File: config.mk
export PLATFORM = sky130hd
export DESIGN_NAME = kast_cell
export DESIGN_NICKNAME = d
export VERILOG_FILES = /design/src/rtl/core/kast_pkg.sv /design/src/rtl/core/kast_cell.sv
export SDC_FILE = /design/constraint.sdc
export NUM_CORES = 1
export LEC_CHECK = 0
export BUFFER_PORTS_ARGS = -buffer_cell sky130_fd_sc_hd__buf_2
export CORE_MARGIN = 5
export CORE_UTILIZATION = 41
export CTS_CLUSTER_SIZE = 25
export DETAILED_ROUTE_END_ITERATION = 8
export PLACE_DENSITY = 0.8
export SYNTH_ARGS = -nofsm -noshare
export SYNTH_HDL_FRONTEND = slang
export SYNTH_SLANG_ARGS = --single-unit
File: constraint.sdc
create_clock -name clk -period 1.85 [get_ports clk]
set_clock_uncertainty 0.2 [all_clocks]
set_input_delay 0.0925 -clock clk [delete_from_list [all_inputs] [get_ports clk]]
set_output_delay 0.0925 -clock clk [all_outputs]
set_load 0.01 [all_outputs]
File: src/rtl/core/kast_pkg.sv
// ----------------------------------------------------------------------------
// kast_pkg
// Shared types and constants for the keyed accumulate slot table.
// ----------------------------------------------------------------------------
package kast_pkg;

    localparam int KEY_W   = 16;
    localparam int AMT_W   = 16;
    localparam int COUNT_W = 32;
    localparam int POS_W   = 6;
    localparam int COL_OUT_W = 4;
    localparam int ROW_OUT_W = 3;

    localparam logic [KEY_W-1:0]   KEY_EMPTY = '0;
    localparam logic [COUNT_W-1:0] COUNT_MAX = '1;

    typedef struct packed {
        logic               valid;
        logic [KEY_W-1:0]   key;
        logic               hit;
        logic [POS_W-1:0]   hit_col;
        logic [POS_W-1:0]   hit_row;
        logic [COUNT_W-1:0] hit_count;
        logic               empty;
        logic [POS_W-1:0]   empty_col;
        logic [POS_W-1:0]   empty_row;
    } probe_t;

    typedef struct packed {
        logic               en;
        logic [POS_W-1:0]   col;
        logic [POS_W-1:0]   row;
        logic [KEY_W-1:0]   key;
        logic [COUNT_W-1:0] count;
    } slot_wr_t;

endpackage

File: src/rtl/core/kast_cell.sv
// ----------------------------------------------------------------------------
// kast_cell
// One slot of the table: holds a key and a count, checks the passing probe
// and hands it on through a register to the next cell.
// ----------------------------------------------------------------------------
module kast_cell
    import kast_pkg::*;
#(
    parameter int COL = 0,
    parameter int ROW = 0
)
(
    input  logic     clk,
    input  logic     rst_n,
    input  probe_t   probe_in,
    output probe_t   probe_out,
    input  slot_wr_t wr
);

    localparam logic [POS_W-1:0] MY_COL = POS_W'(COL);
    localparam logic [POS_W-1:0] MY_ROW = POS_W'(ROW);

    logic [KEY_W-1:0]   key_reg;
    logic [COUNT_W-1:0] count_reg;
    probe_t             probe_reg;
    probe_t             probe_next;

    always_comb
    begin
        probe_next = probe_in;
        if (!probe_in.hit && key_reg == probe_in.key)
        begin
            probe_next.hit       = 1'b1;
            probe_next.hit_col   = MY_COL;
            probe_next.hit_row   = MY_ROW;
            probe_next.hit_count = count_reg;
        end
        if (!probe_in.empty && key_reg == KEY_EMPTY)
        begin
            probe_next.empty     = 1'b1;
            probe_next.empty_col = MY_COL;
            probe_next.empty_row = MY_ROW;
        end
    end

    always_ff @(posedge clk or negedge rst_n)
    begin
        if (!rst_n)
        begin
            key_reg         <= KEY_EMPTY;
            count_reg       <= '0;
            probe_reg       <= '0;
        end
        else
        begin
            probe_reg <= probe_next;
            if (wr.en && wr.col == MY_COL && wr.row == MY_ROW)
            begin
                key_reg   <= wr.key;
                count_reg <= wr.count;
            end
        end
    end

    assign probe_out = probe_reg;

endmodule

### Word-level counts from Yosys, hierarchy flattened

Index checks and enable logic that the tools add are counted.

| storage, ports and cells | value |
|---|---|
| register bits after elaboration | 123 |
| input bits | 138 |
| output and inout bits | 75 |
| word-level logic and storage cells | 23 |

| operators by class | value |
|---|---|
| eq/ne operators | 1 |
| mux-type cells | 2 |
| reduce and logical (&&, ||, !) cells | 9 |

Operators with widths:

| cell | count |
|---|---|
| two-way mux 45 bit | 1 |
| == test 16 bit | 1 |
| zero test 16 bit | 1 |
| two-way mux 13 bit | 1 |
| zero test 6 bit | 2 |
| logical AND 1 bit | 4 |
| zero test 1 bit | 2 |

### Depth between registers and ports, before layout

| logic depth | value |
|---|---|
| depth after elaboration | 3 |
| gate-level depth with buffers | 6 |
| gate-level depth less buffers | 5 |

### Worst setup path before layout

OpenSTA, ideal clock, no wires.

| timing | value |
|---|---|
| path kind | flip-flop to flip-flop |
| start point | reg key_reg[0] |
| end point | reg probe_reg (netlist bit probe_out[17]) |
| setup time | 125 ps |
| data arrival time | 1668 ps |
| data required time | 1525 ps |
| path slack | -142 ps |
| cell stages (with the launch flop) | 7 |
| buffers on the path | 1 |
| clock period less this slack | 1992 ps |
| cells stage by stage | dfrtp_1 > xor2_1 > nor4_1 > nand4_1 > nor2_4 > buf_6 > mux2_2 |

RTL lines:

| item | line | text |
|---|---|---|
| from (decl) | kast_cell.sv:23 | `logic [KEY_W-1:0] key_reg;` |
| from (signal assigned) | kast_cell.sv:59 | `key_reg <= wr.key;` |
| to (signal assigned) | kast_cell.sv:56 | `probe_reg <= probe_next;` |
| to (decl) | kast_cell.sv:25 | `probe_t probe_reg;` |

==> results.json <==
{
  "status": "finished, violations left",
  "failed_checks": "negative setup slack",
  "ys_warn_count": 0,
  "worstSetupPathType": "register to register",
  "io_pins": 213,
  "cts_buffer_depth": 2,
  "end_kind": "register",
  "p_leak_nw": 3.933,
  "power_switching_share_pct": 22.59,
  "synth_top_family_by_area": "multiplexers",
  "cap_viol_max_count": 0,
  "avgSynthCellArea_sq_um": 16.38,
  "first_global_vias": 4399,
  "core-area_sq_mm": 0.01075,
  "drc": 0,
  "final_cell_mix": "buf_2, dlygate4sd3_1, dfrtp_1, mux2_2, buf_4",
  "p_switching_w": 0.001432,
  "synthToLayoutAreaGrowth_pct": 72.62,
  "critical_path_buf_inv_count": 1,
  "numCtsBuffers": 17,
  "setup_viol": 44,
  "internal_power_w": 0.004907,
  "gp_congestion": 0.8191,
  "synthSimpleGateAreaFrac_pct": 6.094,
  "max_stage_delay_ns": 0.40,
  "layout.nets": 783,
  "antenna_left": 0,
  "setup_tns_ns": -15.28,
  "tightest_slew_ns": 0.5042,
  "worstPathCellList": "xor2_1 > nor4_2 > nand4_1 > nor2_4 > buf_12 > mux2_2",
  "avgRoutedWirePerCell_um": 17.90,
  "fmax_mhz": 441.1,
  "combPwrFrac_pct": 10.7,
  "synth_compound_area_share_pct": 0,
  "antenna_found_initial": 2,
  "path_max_fanout": 29,
  "cts_root_buf": "clkbuf_8",
  "dieHeight_um": 114.2,
  "largest_reg_flops": 75,
  "grt-ovfl-total": 0,
  "rsz0062_at_grt": "true",
  "crit_path_top_delay_cell": "dfrtp_1",
  "wl_um": 14340,
  "synth_xor_area_share_pct": 3.145,
  "crit_arrival_ns": 2.45,
  "hold_viol": 0,
  "power_density_mw_per_mm2": 824.1,
  "fin_ws_ns": -0.4169,
  "fin_crit_ns": 2.267,
  "syn_area_sq_mm": 0.004456,
  "critPathTopFamily": "simple AND/OR/NAND/NOR gates",
  "cts.sink_count": 123,
  "synth_mux_area_share_pct": 20.22,
  "grt_start_max_net_pins": 49,
  "drt_first_pass_iters": 4,
  "die_area_sq_mm": 0.01305,
  "syn_nets": 410,
  "vias": 3752,
  "dpl.hpwl_um": 8299,
  "row_count": 38,
  "port_buffers": 212,
  "start_kind": "register",
  "peakVddDrop_mv": 0.4624,
  "vias_per_cell": 4.684,
  "final_common_cell": "buf_2",
  "seqPwrFrac_pct": 44.3,
  "yosysSeqAreaShare_pct": 69.08,
  "ys_ff_latch": 123,
  "maxSlewHeadroom_pct": 66.39,
  "yosys.area_share.adder_pct": 0,
  "clk_pin_slew_worst_paths_ns": 0.05,
  "clk_latency_ns": 0.51,
  "grt_pass1_wl_um": 22390,
  "report.final.slew_viol_count": 0,
  "grt.total_usage_pct": 22.80,
  "cts_tree": "yes",
  "synth_cells": 272,
  "fin_total_pwr_w": 0.006339,
  "required_ns": 2.04,
  "cts_max_level": 4,
  "synthDistinctLibCells": 16,
  "post-route-period-util_pct": 122.5,
  "hold_path_class": "input pin to register",
  "start_util_pct": 41.46,
  "power_frac_clock_pct": 45.0,
  "drive_gt1_share_pct": 53.58,
  "drtIter0Drc": 147,
  "die_x_um": 114.2
}
## layer usage
layer  track usage (%)  vias up  routed length (um)
met3             5.285       49                 721
met5                 0        -                   0
li1                  -     1689                   -
met2             42.27      151                8121
met1             22.17     1863                4839
met4             15.60        0                 657
## synth_stat cells, drive strengths merged
cell type	count	area [sq um]
buf	7	53.80
nor4b	1	8.760
nor2	3	18.77
xor2	16	140.1
or2b	1	7.510
dfrtp	123	3078
clkbuf	3	11.26
nor2b	24	150.1
nand4	3	18.77
nor4	9	56.30
nor3	1	5.000
mux2	80	900.9
nand2b	1	6.260
## worst reg2reg max path, delay by kind of cell (launching register included)
kind / cells / cell delay [ns]
simple gates: 3 / 0.78
flops: 1 / 0.40
mux: 1 / 0.39
buf+inv: 1 / 0.22
xor+xnor: 1 / 0.16
## power groups by stage
stage	Combinational (W)	Sequential [W]	Clock, W
final	0.000678	0.00281	0.00285
after global routing	0.000736	0.00282	0.00303
after CTS	0.000662	0.00281	0.00290
after detailed placement	0.000453	0.00285	0
after global placement	0.000438	0.00285	0
after floorplan	0.0000784	0.00290	0
## logic make-up after synthesis
group / after synthesis
buf+inv: 10
simple gates: 43
flops: 123
mux: 80
xor+xnor: 16
## metrics by stage
stage | cell area [sq um] | util, % | setup WS, ns | instances | hold WS (ns)
6_report | 7691 | 71.58 | -0.4169 | 801 | 0.05028
4_1_cts | 7649 | 71.18 | -0.2899 | 796 | 0.01037
3_3_place_gp | 5873 | 54.66 | -0.2936 | 640 | -0.1156
2_1_floorplan | 4467 | - | -0.1307 | 272 | -0.4031
5_1_grt | 7686 | 71.53 | -0.5022 | 799 | 0.03628
3_5_place_dp | 5873 | 54.66 | -0.3157 | 640 | -0.1029
## area by class of cell
cell class	count	area [sq um]
diodes	4	10.01
clock buffers	23	466.7
clock inverters	8	45.04
fillers	737	3054
multi-input cells	139	1361
flip-flops and latches	123	3078
well taps	140	175.2
repair buffers	364	2555
## path summary, 6_finish.rpt
path | start | to | slack (ns) | cells past startpoint
hold reg to reg | count_reg[8] | count_reg[8] | 0.30 | 1
max in group asynchronous | rst_n | probe_out[20] | 0.38 | 4
setup / recovery | key_reg[8] | probe_out[24] | -0.42 | 6
setup reg to reg | key_reg[8] | probe_out[24] | -0.42 | 6
hold / removal | probe_in[65] | probe_out[65] | 0.05 | 2
min in group asynchronous | rst_n | probe_out[54] | 0.46 | 3
## repair_timing
action                                  4_1_cts  5_1_grt
pin swaps                                     1        2
gates resized for setup                       2        4
endpoints found under the hold margin       246        0
endpoints found under the setup margin       44       56
hold buffers                                125        0
setup buffers                                 0        1
Note: power is estimated with default switching activity, not from simulation.
